$ cat src/hw/rtl/assert_macros.svh
// assertion macros used by the top-level rtl file
`ifndef ASSERT_MACROS_SVH
`define ASSERT_MACROS_SVH

// combinational implication checked at every rising edge outside reset
`define KIS_ASSERT_IMPL(lbl, ante, cons) \
	lbl: assert property (@(posedge clk) disable iff (!arst_n) (ante) |-> (cons)) \
		else $error("key index sorter assertion failed");

// next-cycle implication checked at every rising edge outside reset
`define KIS_ASSERT_NEXT(lbl, ante, cons) \
	lbl: assert property (@(posedge clk) disable iff (!arst_n) (ante) |=> (cons)) \
		else $error("key index sorter assertion failed");

`endif

$ cat src/hw/rtl/kis_pkg.sv
// shared constants and types of the key index sorter
package kis_pkg;

	localparam int MAX_ITEMS_DEF  = 64;
	localparam int TAG_BITS_DEF   = 16;
	localparam int KEY_BITS       = 64;
	localparam int TAG_FIELD_BITS = 16;

	// side information of a drain read, travels with the read data
	typedef struct packed {
		logic valid;
		logic last;
		logic ovf;
	} kis_rd_meta_t;

	// output buffer status back to the sequencer
	typedef struct packed {
		logic       space;
		logic [1:0] occ;
	} kis_ob_stat_t;

endpackage

$ cat src/hw/rtl/kis_ctrl.sv
// sequencer: insertion into the store while loading, then ordered drain reads
module kis_ctrl #(
	parameter int MAX_ITEMS = kis_pkg::MAX_ITEMS_DEF,
	parameter int TAG_BITS  = kis_pkg::TAG_BITS_DEF
) (
	input  logic                                    clk,
	input  logic                                    arst_n,
	input  logic                                    in_valid,
	output logic                                    in_ready,
	input  logic [kis_pkg::KEY_BITS-1:0]            in_key,
	input  logic [TAG_BITS-1:0]                     in_tag,
	input  logic                                    in_final,
	input  kis_pkg::kis_ob_stat_t                   ob_stat,
	output logic                                    mem_we,
	output logic [$clog2(MAX_ITEMS)-1:0]            mem_waddr,
	output logic [kis_pkg::KEY_BITS+TAG_BITS-1:0]   mem_wdata,
	output logic                                    mem_re,
	output logic [$clog2(MAX_ITEMS)-1:0]            mem_raddr,
	input  logic [kis_pkg::KEY_BITS+TAG_BITS-1:0]   mem_rdata,
	output kis_pkg::kis_rd_meta_t                   rd_meta_s1
);

	localparam int IW = $clog2(MAX_ITEMS);
	localparam int CW = $clog2(MAX_ITEMS + 1);
	localparam int KW = kis_pkg::KEY_BITS;

	localparam logic [1:0] ST_IDLE  = 2'd0;
	localparam logic [1:0] ST_INS   = 2'd1;
	localparam logic [1:0] ST_PLACE = 2'd2;
	localparam logic [1:0] ST_DRAIN = 2'd3;

	logic [1:0]       state_q;
	logic [CW-1:0]    cnt_q;
	logic             ovf_q;
	logic             final_q;
	logic [KW-1:0]    key_q;
	logic [TAG_BITS-1:0] tag_q;
	logic [IW-1:0]    addr_s1;
	logic [IW-1:0]    drain_ptr_q;

	logic             accept;
	logic             room;
	logic [CW-1:0]    cnt_m1;
	logic             less;
	logic             drain_go;
	logic             drain_last;

	assign in_ready   = (state_q == ST_IDLE);
	assign accept     = in_valid & in_ready;
	assign room       = (cnt_q < CW'(MAX_ITEMS));
	assign cnt_m1     = cnt_q - CW'(1);
	assign less       = $signed(key_q) < $signed(mem_rdata[KW-1:0]);
	assign drain_go   = (state_q == ST_DRAIN) & ob_stat.space;
	assign drain_last = (CW'(drain_ptr_q) == cnt_m1);

	always_comb begin
		mem_we    = 1'b0;
		mem_waddr = '0;
		mem_wdata = {tag_q, key_q};
		mem_re    = 1'b0;
		mem_raddr = '0;
		unique case (state_q)
			ST_IDLE: begin
				if (accept && room) begin
					if (cnt_q == '0) begin
						mem_we    = 1'b1;
						mem_wdata = {in_tag, in_key};
					end else begin
						mem_re    = 1'b1;
						mem_raddr = cnt_m1[IW-1:0];
					end
				end
			end
			ST_INS: begin
				mem_we    = 1'b1;
				mem_waddr = addr_s1 + IW'(1);
				if (less) begin
					// shift the larger entry up one place, keep scanning down
					mem_wdata = mem_rdata;
					if (addr_s1 != '0) begin
						mem_re    = 1'b1;
						mem_raddr = addr_s1 - IW'(1);
					end
				end
			end
			ST_PLACE: begin
				mem_we = 1'b1;
			end
			ST_DRAIN: begin
				mem_re    = drain_go;
				mem_raddr = drain_ptr_q;
			end
			default: begin
				mem_we = 1'b0;
			end
		endcase
	end

	always_ff @(posedge clk) begin
		if (accept) begin
			key_q <= in_key;
			tag_q <= in_tag;
		end
	end

	always_ff @(posedge clk or negedge arst_n) begin
		if (!arst_n) begin
			state_q     <= ST_IDLE;
			cnt_q       <= '0;
			ovf_q       <= 1'b0;
			final_q     <= 1'b0;
			addr_s1     <= '0;
			drain_ptr_q <= '0;
			rd_meta_s1  <= '0;
		end else begin
			rd_meta_s1.valid <= drain_go;
			rd_meta_s1.last  <= drain_last;
			rd_meta_s1.ovf   <= ovf_q;
			unique case (state_q)
				ST_IDLE: begin
					if (accept) begin
						final_q     <= in_final;
						drain_ptr_q <= '0;
						if (room) begin
							if (cnt_q == '0) begin
								cnt_q <= cnt_q + CW'(1);
								if (in_final) begin
									state_q <= ST_DRAIN;
								end
							end else begin
								addr_s1 <= cnt_m1[IW-1:0];
								state_q <= ST_INS;
							end
						end else begin
							ovf_q <= 1'b1;
							if (in_final) begin
								state_q <= ST_DRAIN;
							end
						end
					end
				end
				ST_INS: begin
					if (less) begin
						if (addr_s1 == '0) begin
							state_q <= ST_PLACE;
						end else begin
							addr_s1 <= addr_s1 - IW'(1);
						end
					end else begin
						cnt_q   <= cnt_q + CW'(1);
						state_q <= final_q ? ST_DRAIN : ST_IDLE;
					end
				end
				ST_PLACE: begin
					cnt_q   <= cnt_q + CW'(1);
					state_q <= final_q ? ST_DRAIN : ST_IDLE;
				end
				ST_DRAIN: begin
					if (drain_go) begin
						drain_ptr_q <= drain_ptr_q + IW'(1);
						if (drain_last) begin
							cnt_q   <= '0;
							ovf_q   <= 1'b0;
							state_q <= ST_IDLE;
						end
					end
				end
				default: begin
					state_q <= ST_IDLE;
				end
			endcase
		end
	end

endmodule

$ cat config.mk
export PLATFORM = sky130hd
export DESIGN_NAME = kis_ctrl
export DESIGN_NICKNAME = d
export VERILOG_FILES = /design/src/hw/rtl/assert_macros.svh /design/src/hw/rtl/kis_pkg.sv /design/src/hw/rtl/kis_ctrl.sv
export SDC_FILE = /design/constraint.sdc
export NUM_CORES = 1
export LEC_CHECK = 0
export BUFFER_PORTS_ARGS = -buffer_cell sky130_fd_sc_hd__buf_2
export CAP_MARGIN = 20
export CORE_UTILIZATION = 47
export CTS_CLUSTER_DIAMETER = 30
export DETAILED_ROUTE_END_ITERATION = 10
export GPL_TIMING_DRIVEN = 1
export PLACE_DENSITY = 0.78
export SYNTH_ARGS = -nofsm -noshare
export SYNTH_HDL_FRONTEND = slang
export SYNTH_SLANG_ARGS = --single-unit
$ cat constraint.sdc
create_clock -name clk -period 3.69 [get_ports clk]
set_clock_uncertainty 0.1 [all_clocks]
set_input_delay 0.1845 -clock clk [delete_from_list [all_inputs] [get_ports clk]]
set_output_delay 0.1845 -clock clk [all_outputs]
set_load 0.05 [all_outputs]
==> key figures <==
Synthesis
  • Mapped Area: 0.00821 sq mm
  • Synth Register Bits: 106
  • Ys flop type: edfxtp_1
  • Syn Nets: 1147
  • Yosys cell types: 52
  • Mean post-synth cell area: between 9 and 10 sq um
  • Synth warnings: 0
  • Seq/Total Area, Yosys: 0.372
  • Cells after Synth: 905
  • FFs w/ async S/R, synth: 0.245
  • Post-synth EDFFs: 80

Worst hold path
  • Hold endpoint: final_q$_DFFE_PN0P_
  • HP Class: input pin to register
  • Worst hold path stage count: 2
  • Hold Crit Start: in_final

Route
  • Wire per inst: around 20 microns
  • Vias: 8726
  • Post-DRT Antenna Nets: 0
  • First-pass DRT Iterations: 5
  • Initial drt markers: 603
  • Final wirelength: 29.2 mm
  • Vias/cell: between 5 and 6
  • DRC: 0

Critical path
  • R2r endpoint: cnt_q[4]$_DFFE_PN0P_
  • Crit Path Class: register to output port
  • Worst-path fanout max: 20
  • Slowest Stage Delay on Critical Path: between 0.4 and 0.5 ns
  • Critical path required time: 3.41 ns
  • FF-to-FF path depth: 13
  • FF-to-FF Start: key_q[47]$_DFFE_PP_
  • CP max-delay cell: edfxtp_1
  • Reg-to-reg slack, setup: 0.17 ns
  • Crit. Startpoint: key_q[47]$_DFFE_PP_
  • Arr. time, crit path: approximately 3.7 ns
  • CP endpoint kind: output port
  • Crit path cell chain: ha_1 -> nand4_1 -> inv_1 -> a221o_1 -> a2111o_1 -> a2111oi_4 -> xnor2_2 -> buf_4 -> buf_6 -> o21ai_4 -> buf_12 -> a221o_1 -> buf_6
  • Startpoint types: register

CTS
  • CTS tree: yes
  • Worst skew pair latency: 0.36 ns
  • H-tree levels: 3
  • CTS clock-pin slew for the worst setup and hold paths: 0.07 ns
  • Cts bufs inserted: 9
  • Max clock buf depth: 2
  • Root Buffer: clkbuf_16
  • # clock sinks: 106

Timing
  • Fin. Hold Viols: 0
  • Slew Limit Headroom: 0.470
  • RSZ-0062 raised after global routing: yes
  • Final WS setup: -0.240 ns
  • Fmax: 0.254 GHz
  • Final period util: 1.07
  • Final critical-path required period: ~4 ns
  • Slew @ Worst Pin: ~0.79 ns
  • Slew Limit Fails: 0
  • Final setup fails: 86

GRT
  • Routing usage on met2: 0.552
  • Gr ovfl total: 0
  • Met3 Use GR: 0.0597
  • Global-route wire length before repair: 45.1 mm
  • Met1 Usage GRT: 0.395
  • GRT busiest layer: met2
  • Largest net degree at the start of global routing: 67
  • Number of global-route vias before repair: 8631
  • Total track usage: 0.323
  • Initial antenna violation count: 1

Die
  • FP Rows: 47
  • CORE AREA: 0.0168 sq mm
  • Initial core utilization: 0.488
  • Die H: between 100 and 150 microns
  • DIE AREA: about 0.018 sq mm
  • Die width: 134 microns
  • Number of I/O pins: 265

Layout
  • Antenna diode count: 0
  • Most frequent cells in the layout: buf_2 (175), nand2_1 (150), inv_1 (83), dlygate4sd3_1 (81), edfxtp_1 (80)
  • Share of cells above drive strength 1: 0.319
  • Final #Nets: 1495
  • Final core utilization: 0.722
  • Commonest non-fill, non-tap cell in the layout: buf_2
  • Area grow syn2layout: 47.9%

Power and ir drop
  • PD cells: 1000 mW/mm^2
  • Leak Pwr: 5.58 nW
  • Worst VDD drop: 0.737 mV
  • Total power: 12.2 mW

Placement
  • RePlAce Congestion: 0.887
  • IO buf count: 262
  • Hpwl dp: 19.9 mm

Flow run
  • Max Cap Viol: 0

Outcome
  • Run status: finished with violations
  • Failing checks: setup timing
==> worst max-delay path by stage <==
stage | endpoint | slack, ns
final | mem_wdata[16] | -0.24
after global routing | mem_wdata[16] | -0.37
after CTS | mem_wdata[62] | -0.21
after detailed placement | mem_wdata[16] | -0.12
after global placement | mem_wdata[16] | -0.10
after floorplan | mem_re | -0.26
==> cells by family (layout without fill, tap and decap cells) <==
family | Yosys count | count (layout) | share of synthesized area
AOI/OAI and AO/OA | 253 | 253 | 0.236
xor gates and xnor gates | 23 | 23 | 0.0296
adders and majority gates | 75 | 75 | 0.114
buffers and inverters | 140 | 491 | 0.0663
DFF | 106 | 106 | 0.372
muxes | 16 | 17 | 0.0198
and+or+nand+nor | 292 | 292 | 0.162
==> through the flow <==
stage                     instance area (sq um)  setup WS [ns]  hold slack (ns)  setup TNS (ns)  std cells
after floorplan                            8380         -0.260           -0.211          -0.326        905
after global placement                    10100         -0.103            0.130           -4.26       1368
after detailed placement                  10100         -0.119            0.139           -5.46       1368
after CTS                                 12000         -0.212           0.0290          -12.77       1472
after global routing                      12100         -0.368           0.0378          -25.26       1477
final                                     12100         -0.240           0.0440          -14.81       1477
==> repair_timing <==
action | in CTS | in global routing
hold buffers | 81 | 0
pin swaps | 17 | 4
buffers inserted | 9 | 5
endpoints found under the setup margin | 87 | 90
endpoints found under the hold margin | 106 | 0
gates resized for setup | 203 | 20
gates cloned | 2 | 0
==> synth_stat cells (18+ instances only) <==
library cell	n	share of area
a221o_1	71	0.087
nand2_1	152	0.069
clkbuf_1	40	0.018
nand3_1	18	0.011
edfxtp_1	80	0.29
a21oi_1	45	0.027
nor2_1	35	0.016
a21boi_0	44	0.040
ha_1	75	0.11
dfrtp_1	26	0.079
inv_1	84	0.038
o21ai_0	28	0.017
and3_1	35	0.027
==> worst max-delay path: cells and delay by family, from the launching register on <==
family | cells | cell delay, ns
compound gates | 5 | 1.53
simple gates | 1 | 0.17
xor+xnor | 1 | 0.18
fa+ha+maj | 1 | 0.31
flops | 1 | 0.42
buf+inv | 5 | 0.66
==> layout make-up <==
type	instances	area, sq um
timing repair buffer	392	3130
clock inverter	3	41.3
tap	220	275
clock buffer	12	236
sequential	106	3050
multi-input combinational	660	5090
fill	1176	4670
inverter	84	317
==> report_power, final <==
part	switching [mW]	internal (mW)	leakage, nW
clock network	0.447	0.522	0.130
registers	0.298	1.62	1.07
logic	5.83	3.46	4.39
total	6.57	5.60	5.58
==> state kept, by name, indices dropped and copies added (netlist names) <==
signal,count
cnt_q,7
state_q,2
addr_s1,6
ovf_q,1
rd_meta_s1,3
drain_ptr_q,6
key_q,64
tag_q,16
final_q,1
==> layer usage <==
metal,up-vias,wire (microns)
met5,-,0
met4,0,1040
met3,80,2410
met2,462,14300
met1,4123,11500
li1,4061,-
Power figures use the tool's default switching activity.
