[src/hw/rtl/assert_macros.svh]
// assertion macros used by the top-level rtl file
`ifndef ASSERT_MACROS_SVH
`define ASSERT_MACROS_SVH

// combinational implication checked at every rising edge outside reset
`define KIS_ASSERT_IMPL(lbl, ante, cons) \
	lbl: assert property (@(posedge clk) disable iff (!arst_n) (ante) |-> (cons)) \
		else $error("key index sorter assertion failed");

// next-cycle implication checked at every rising edge outside reset
`define KIS_ASSERT_NEXT(lbl, ante, cons) \
	lbl: assert property (@(posedge clk) disable iff (!arst_n) (ante) |=> (cons)) \
		else $error("key index sorter assertion failed");

`endif

[src/hw/rtl/kis_pkg.sv]
// shared constants and types of the key index sorter
package kis_pkg;

	localparam int MAX_ITEMS_DEF  = 64;
	localparam int TAG_BITS_DEF   = 16;
	localparam int KEY_BITS       = 64;
	localparam int TAG_FIELD_BITS = 16;

	// side information of a drain read, travels with the read data
	typedef struct packed {
		logic valid;
		logic last;
		logic ovf;
	} kis_rd_meta_t;

	// output buffer status back to the sequencer
	typedef struct packed {
		logic       space;
		logic [1:0] occ;
	} kis_ob_stat_t;

endpackage

[src/hw/rtl/kis_outbuf.sv]
// two-entry result buffer between the store read port and the output stream
module kis_outbuf #(
	parameter int WIDTH = kis_pkg::KEY_BITS + kis_pkg::TAG_BITS_DEF
) (
	input  logic                  clk,
	input  logic                  arst_n,
	input  kis_pkg::kis_rd_meta_t rd_meta_s1,
	input  logic [WIDTH-1:0]      rdata,
	output kis_pkg::kis_ob_stat_t ob_stat,
	output logic                  out_valid,
	input  logic                  out_ready,
	output logic [WIDTH-1:0]      out_data,
	output logic                  out_last,
	output logic                  out_ovf
);

	logic [WIDTH+1:0] ent_q [2];
	logic             wr_q;
	logic             rd_q;
	logic [1:0]       occ_q;
	logic             pop;
	logic             push;
	logic [2:0]       credit;
	logic [WIDTH+1:0] head;

	assign push      = rd_meta_s1.valid;
	assign pop       = out_valid & out_ready;
	assign out_valid = (occ_q != 2'd0);
	assign head      = ent_q[rd_q];
	assign out_data  = head[WIDTH-1:0];
	assign out_last  = head[WIDTH];
	assign out_ovf   = head[WIDTH+1];

	// entries held after this edge, counting the read already in flight
	assign credit        = {1'b0, occ_q} + {2'b00, push} - {2'b00, pop};
	assign ob_stat.space = (credit < 3'd2);
	assign ob_stat.occ   = occ_q;

	always_ff @(posedge clk) begin
		if (push) begin
			ent_q[wr_q] <= {rd_meta_s1.ovf, rd_meta_s1.last, rdata};
		end
	end

	always_ff @(posedge clk or negedge arst_n) begin
		if (!arst_n) begin
			wr_q  <= 1'b0;
			rd_q  <= 1'b0;
			occ_q <= 2'd0;
		end else begin
			if (push) begin
				wr_q <= ~wr_q;
			end
			if (pop) begin
				rd_q <= ~rd_q;
			end
			occ_q <= credit[1:0];
		end
	end

endmodule

[config.mk]
export PLATFORM = sky130hd
export DESIGN_NAME = kis_outbuf
export DESIGN_NICKNAME = d
export VERILOG_FILES = /design/src/hw/rtl/assert_macros.svh /design/src/hw/rtl/kis_pkg.sv /design/src/hw/rtl/kis_outbuf.sv
export SDC_FILE = /design/constraint.sdc
export NUM_CORES = 1
export LEC_CHECK = 0
export ABC_AREA = 1
export ABC_CLOCK_PERIOD_IN_PS = 4550
export BUFFER_PORTS_ARGS = -buffer_cell sky130_fd_sc_hd__buf_2
export CORE_ASPECT_RATIO = 2
export CORE_MARGIN = 5
export CORE_UTILIZATION = 49
export CTS_BUF_LIST = sky130_fd_sc_hd__clkbuf_4 sky130_fd_sc_hd__clkbuf_8
export DETAILED_ROUTE_END_ITERATION = 8
export PLACE_DENSITY = 0.82
export SLEW_MARGIN = 20
export SYNTH_ARGS = -nofsm -noshare
export SYNTH_HDL_FRONTEND = slang
export SYNTH_SLANG_ARGS = --single-unit
[constraint.sdc]
create_clock -name clk -period 4.55 [get_ports clk]
set_input_delay 0.6825 -clock clk [delete_from_list [all_inputs] [get_ports clk]]
set_output_delay 0.6825 -clock clk [all_outputs]
set_load 0.02 [all_outputs]
==> results.cfg, run 1 <==
[run_status]
run_status = completed

[power]
leakagePower_nw = 3.30
p_per_area_nw_per_um2 = 658
clockPowerShare_pct = 20.0
p_comb_share_pct = 37.1
switching_share_pct = 39.3
seq_power_share_pct = 42.9
peakVddDrop_mv = 0.533
power_mw = 4.97
p_int_mw = 3.02
net-switching-power_mw = 1.95

[detailed_routing]
avgViaCountPerCell = 4.85
route.vias.total = 3854
postRouteAntennaNets = 0
wl_um = 12700
avgRoutedWirePerCell_um = 16.0
drc_errors = 0
first_iter_violations = 165
drtPass1Iterations = 4

[clock_network]
clock_path_buffers = 2
post-cts-setup-buffers = 0
clock-sinks = 168
htreeDepth = 4
cts_buffers = 17
cts_tree = done
clk_pin_slew_ns = 0.08
postCtsHoldBufs = 0
clock_latency_ns = 0.43
cts-resized-gates = 0
cts_root_buf = clkbuf_8

[global_route]
track_usage_pct = 16.6
grt_pass1_vias = 4069
grt_pass1_wl_um = 19700
grt_max_degree = 84
grt-ovfl-total = 0
antenna_found_initial = 2

[yosys]
ys_seq_area_share_pct = 80.3
netlist_area_sq_um = 6260
synth.net_count = 542
syn_inst = 453
syn_avg_cell_area_sq_um = 13.8
ys_ff_latch = 168
yosys.cell_types.count = 15
synth_warnings = 0

[die]
die_w_um = 89.9
ios = 172
core_sq_um = 12600
die_area_sq_um = 15300
rows = 58
die_y_um = 170
start_util_pct = 49.8

[sta]
slew_violations = 0
setup_viol = 0
relSlewSlack_pct = 36.7
period_share_pct = 70.8
layout_setup_ws_ns = 1.33
hold_viol_final = 0
whs_ns = 0.0529
worst_pin_slew_ns = 0.950
period_minus_slack_ns = 3.22
finClkSkew_ns = 0.00874
rsz0062_at_grt = no
tns_ns = 0
fmax_mhz = 311

[placement]
place_ws_ns = 1.55
dpl.cell_count = 760
port_buffers = 171
dpl_cell_area_sq_um = 7170
dp_hpwl_um = 8540
gp_congestion = 0.776

[setup_path]
endpoint_kind = output port
arrival_ns = 2.54
path_max_fanout = 4
critPathMaxStageDelay_ns = 0.48
critPathLaunchType = flip-flop
critPathRequiredTime_ns = 3.87
slowest_stage = fa_1
path_class = reg2out
cp_cell_sequence = o21ai_0 -> inv_1 -> ha_1 -> inv_1 -> ha_1 -> fa_1 -> nor2_1 -> buf_2

[run]
maxCapViolations = 0

[final_layout]
drive_gt1_share_pct = 32.6
fin_cells = 794
area_growth_pct = 20.8
finalNetCount = 718
fin_area_sq_um = 7560
finish.utilization_pct = 60.2

[min_path]
min_path_type = in2async
==> power by group through the flow <==
stage	logic (mW)	registers (mW)	clock network, mW
global route	2.01	2.16	1.10
floorplan	1.30	2.18	0
finish	1.84	2.13	0.995
global placement	1.82	2.15	0
CTS	1.88	2.14	1.02
detailed placement	1.87	2.17	0
==> flip-flops by register name (all words and copies together), names as in the netlist <==
register	count
ent_q	164
occ_q	2
wr_q	1
rd_q	1
==> final timing paths <==
path | startpoint | end | slack (ns) | depth (start not counted)
max | occ_q[1] | ob_stat[2] | 1.33 | 8
min | arst_n | wr_q | 0.05 | 1
max reg2reg | wr_q | ent_q[1][79] | 2.45 | 3
min reg2reg | wr_q | wr_q | 0.54 | 1
max in group asynchronous | arst_n | rd_q | 4.36 | 1
min in group clk | rdata[46] | ent_q[0][46] | 0.44 | 1
==> layout by cell type, fill, tap and decap left out, types with 2 or more instances in the layout <==
master and count:
buf_2 171, buf_4 3, clkbuf_8 17, clkinv_1 2
clkinv_4 4, dfrtp_1 3, diode_2 2, edfxtp_1 164
ha_1 2, inv_1 6, inv_6 3, inv_8 3
nand2_1 250
==> layer usage <==
metal	GRT usage, %	up-vias	wire length [um]
met3	4.30	35	631
met5	0	-	13
met1	16.2	1816	4260
li1	-	1874	-
met4	9.53	2	469
met2	31.2	127	7320
==> synth_stat cells <==
cell | count | area [sq um]
buf_2 | 2 | 10.0
buf_4 | 2 | 15.0
buf_6 | 14 | 158
dfrtp_1 | 4 | 100
edfxtp_1 | 164 | 4920
fa_1 | 1 | 20.0
ha_1 | 2 | 25.0
inv_1 | 7 | 26.3
inv_2 | 1 | 3.75
nand2_1 | 250 | 938
nand3_1 | 1 | 5.00
nor2_1 | 2 | 7.51
o21ai_0 | 1 | 5.00
xnor2_1 | 1 | 8.76
xor2_1 | 1 | 8.76
==> cells by family (layout without fill, tap and decap cells) <==
group	after synthesis	count (layout)	synth area share, %
and+or+nand+nor	253	253	15.2
DFF	168	168	80.3
buffers and inverters	26	215	3.40
adders and majority gates	3	3	0.720
xor gates and xnor gates	2	2	0.280
AOI/OAI and AO/OA	1	1	0.0799
other	0	2	0
==> cell type report <==
| class | count | area [sq um] |
|---|---|---|
| flip-flops and latches | 168 | 5030 |
| diodes | 2 | 5.00 |
| clock buffers | 18 | 241 |
| inverters | 8 | 31.3 |
| fillers | 1020 | 5000 |
| multi-input cells | 259 | 1030 |
| well taps | 150 | 188 |
| clock inverters | 14 | 140 |
| repair buffers | 175 | 898 |
==> worst max-delay path: cells and delay by family (launching register included) <==
kind,cells,cell delay [ns]
DFF,1,0.42
and+or+nand+nor,1,0.15
AOI/OAI and AO/OA,1,0.29
adders and majority gates,3,0.94
buffers and inverters,3,0.32
(Power assumes the default switching activity.)
==> run 2, diff against run 1 <==
ABC_CLOCK_PERIOD_IN_PS = 3050   (was 4550)
PLACE_DENSITY = 0.79   (was 0.82)
clock period = 3.05 ns   (was 4.55 ns; I/O delays follow)
==> run 2 against run 1 <==
Non-clock buffer count up 5; sequential power up 49%; die area unchanged; clock power up 42%; cell count up 0.63%; design area up 0.38%; clock-buffer cell count unchanged; critical path type unchanged.
==> results.cfg, run 2 (synthesis results as in run 1) <==
[final_layout]
largest_reg_flops = 164
final_common_cell = nand2_1
drive_gt1_share_pct = 33.1
area_growth_pct = 21.2
top_register = ent_q
finish.utilization_pct = 60.4
layout_common_cells = nand2_1, buf_2, edfxtp_1, clkbuf_8, clkinv_4
multi_input_area_sq_um = 1030
fillCellCount = 976
fin_area_sq_um = 7580
top_regs = ent_q: 164 flops, occ_q: 2 flops
finalNetCount = 723
seq_area_sq_um = 5030
fin_cells = 799

[placement]
dp_hpwl_um = 9260
place_ws_ns = 0.559
port_buffers = 171
dpl_cell_area_sq_um = 7210
gp_congestion = 0.722
dpl.cell_count = 764

[detailed_routing]
route.vias.total = 3914
drc_errors = 0
postRouteAntennaNets = 0
avgRoutedWirePerCell_um = 16.5
wl_um = 13200
first_iter_violations = 160
drtPass1Iterations = 4
avgViaCountPerCell = 4.90

[clock_network]
htreeDepth = 4
clk_pin_slew_ns = 0.09
clock-sinks = 168
post-cts-setup-buffers = 0
clock_latency_ns = 0.43
clock_path_buffers = 2
cts_root_buf = clkbuf_8
cts_buffers = 17
cts_tree = done

[sta]
fmax_mhz = 355
layout_setup_ws_ns = 0.231
whs_ns = 0.210
worst_pin_slew_ns = 0.517
rsz0062_at_grt = no
period_minus_slack_ns = 2.82
finClkSkew_ns = 0.0104
hold_viol_final = 0
slew_violations = 0
tns_ns = 0
period_share_pct = 92.4
setup_viol = 0
relSlewSlack_pct = 65.5

[power]
peakVddDrop_mv = 0.853
leakagePower_nw = 3.32
p_per_area_nw_per_um2 = 972
power_mw = 7.37

[global_route]
grt_max_degree = 60
antenna_found_initial = 1
grt_pass1_vias = 4200
track_usage_pct = 17.2
grt-ovfl-total = 0
grt_pass1_wl_um = 20400

[die]
die_y_um = 170
die_area_sq_um = 15300
rows = 58
start_util_pct = 49.8
die_w_um = 89.9
core_sq_um = 12600
ios = 172

[setup_path]
path_class = reg2out
endpoint_kind = output port
critPathLaunchType = flip-flop
reg2reg_slack_ns = 1.27
worstReg2RegStart = occ_q[1]
reg2reg_depth = 6
critPathRequiredTime_ns = 2.59
arrival_ns = 2.36
path_max_fanout = 4
rr_endpoint = occ_q[1]

[min_path]
whs_endpoint = ent_q[1][69]
holdPathStages = 1
min_from = rdata[69]
min_path_type = in2reg

[run]
maxCapViolations = 0

[run_status]
run_status = completed
## run 2: how the worst max path moves through the flow
stage | end | depth (start not counted) | start | slack (ns)
2_1_floorplan | ent_q[0][0] | 2 | rd_meta_s1[2] | 0.02
3_3_place_gp | ob_stat[2] | 10 | out_ready | 0.63
3_5_place_dp | ob_stat[2] | 10 | out_ready | 0.56
4_1_cts | ob_stat[2] | 9 | occ_q[1] | 0.09
5_1_grt | ob_stat[2] | 9 | occ_q[1] | 0.02
6_report | ob_stat[2] | 9 | occ_q[1] | 0.23
## run 2: critical path, stage by stage (launching register included)
cell,delay [ns]
dfrtp_1,0.42
o21ai_1,0.20
inv_1,0.07
ha_1,0.27
inv_1,0.04
ha_1,0.18
fa_1,0.38
xnor2_1,0.13
nor2_1,0.09
buf_2,0.17
## run 2: layout make-up
type | instances | share of cell area [%]
flip-flops and latches | 168 | 66.3
multi-input cells | 259 | 13.5
repair buffers | 180 | 12.5
clock buffers | 18 | 3.18
well taps | 150 | 2.47
clock inverters | 14 | 1.53
inverters | 8 | 0.412
diodes | 2 | 0.0660
## run 2: per-layer routing
metal	up-vias	part of all wire, %	global-route usage, %
li1	1885	-	-
met1	1892	34	16.6
met2	114	59	33.5
met3	21	4.9	4.53
met4	2	2.3	7.32
met5	-	0.053	0
## run 2: power breakdown
part	switching, mW	internal [mW]
sequential	0.120	3.06
clock	0.813	0.593
combinational	2.00	0.790
## run 2: timing repair
| item | CTS | global route |
|---|---|---|
| setup endpoints to repair | 0 | 1 |
| hold endpoints to repair | 4 | 0 |
| gates resized for setup | 0 | 1 |
| hold buffers | 1 | 0 |
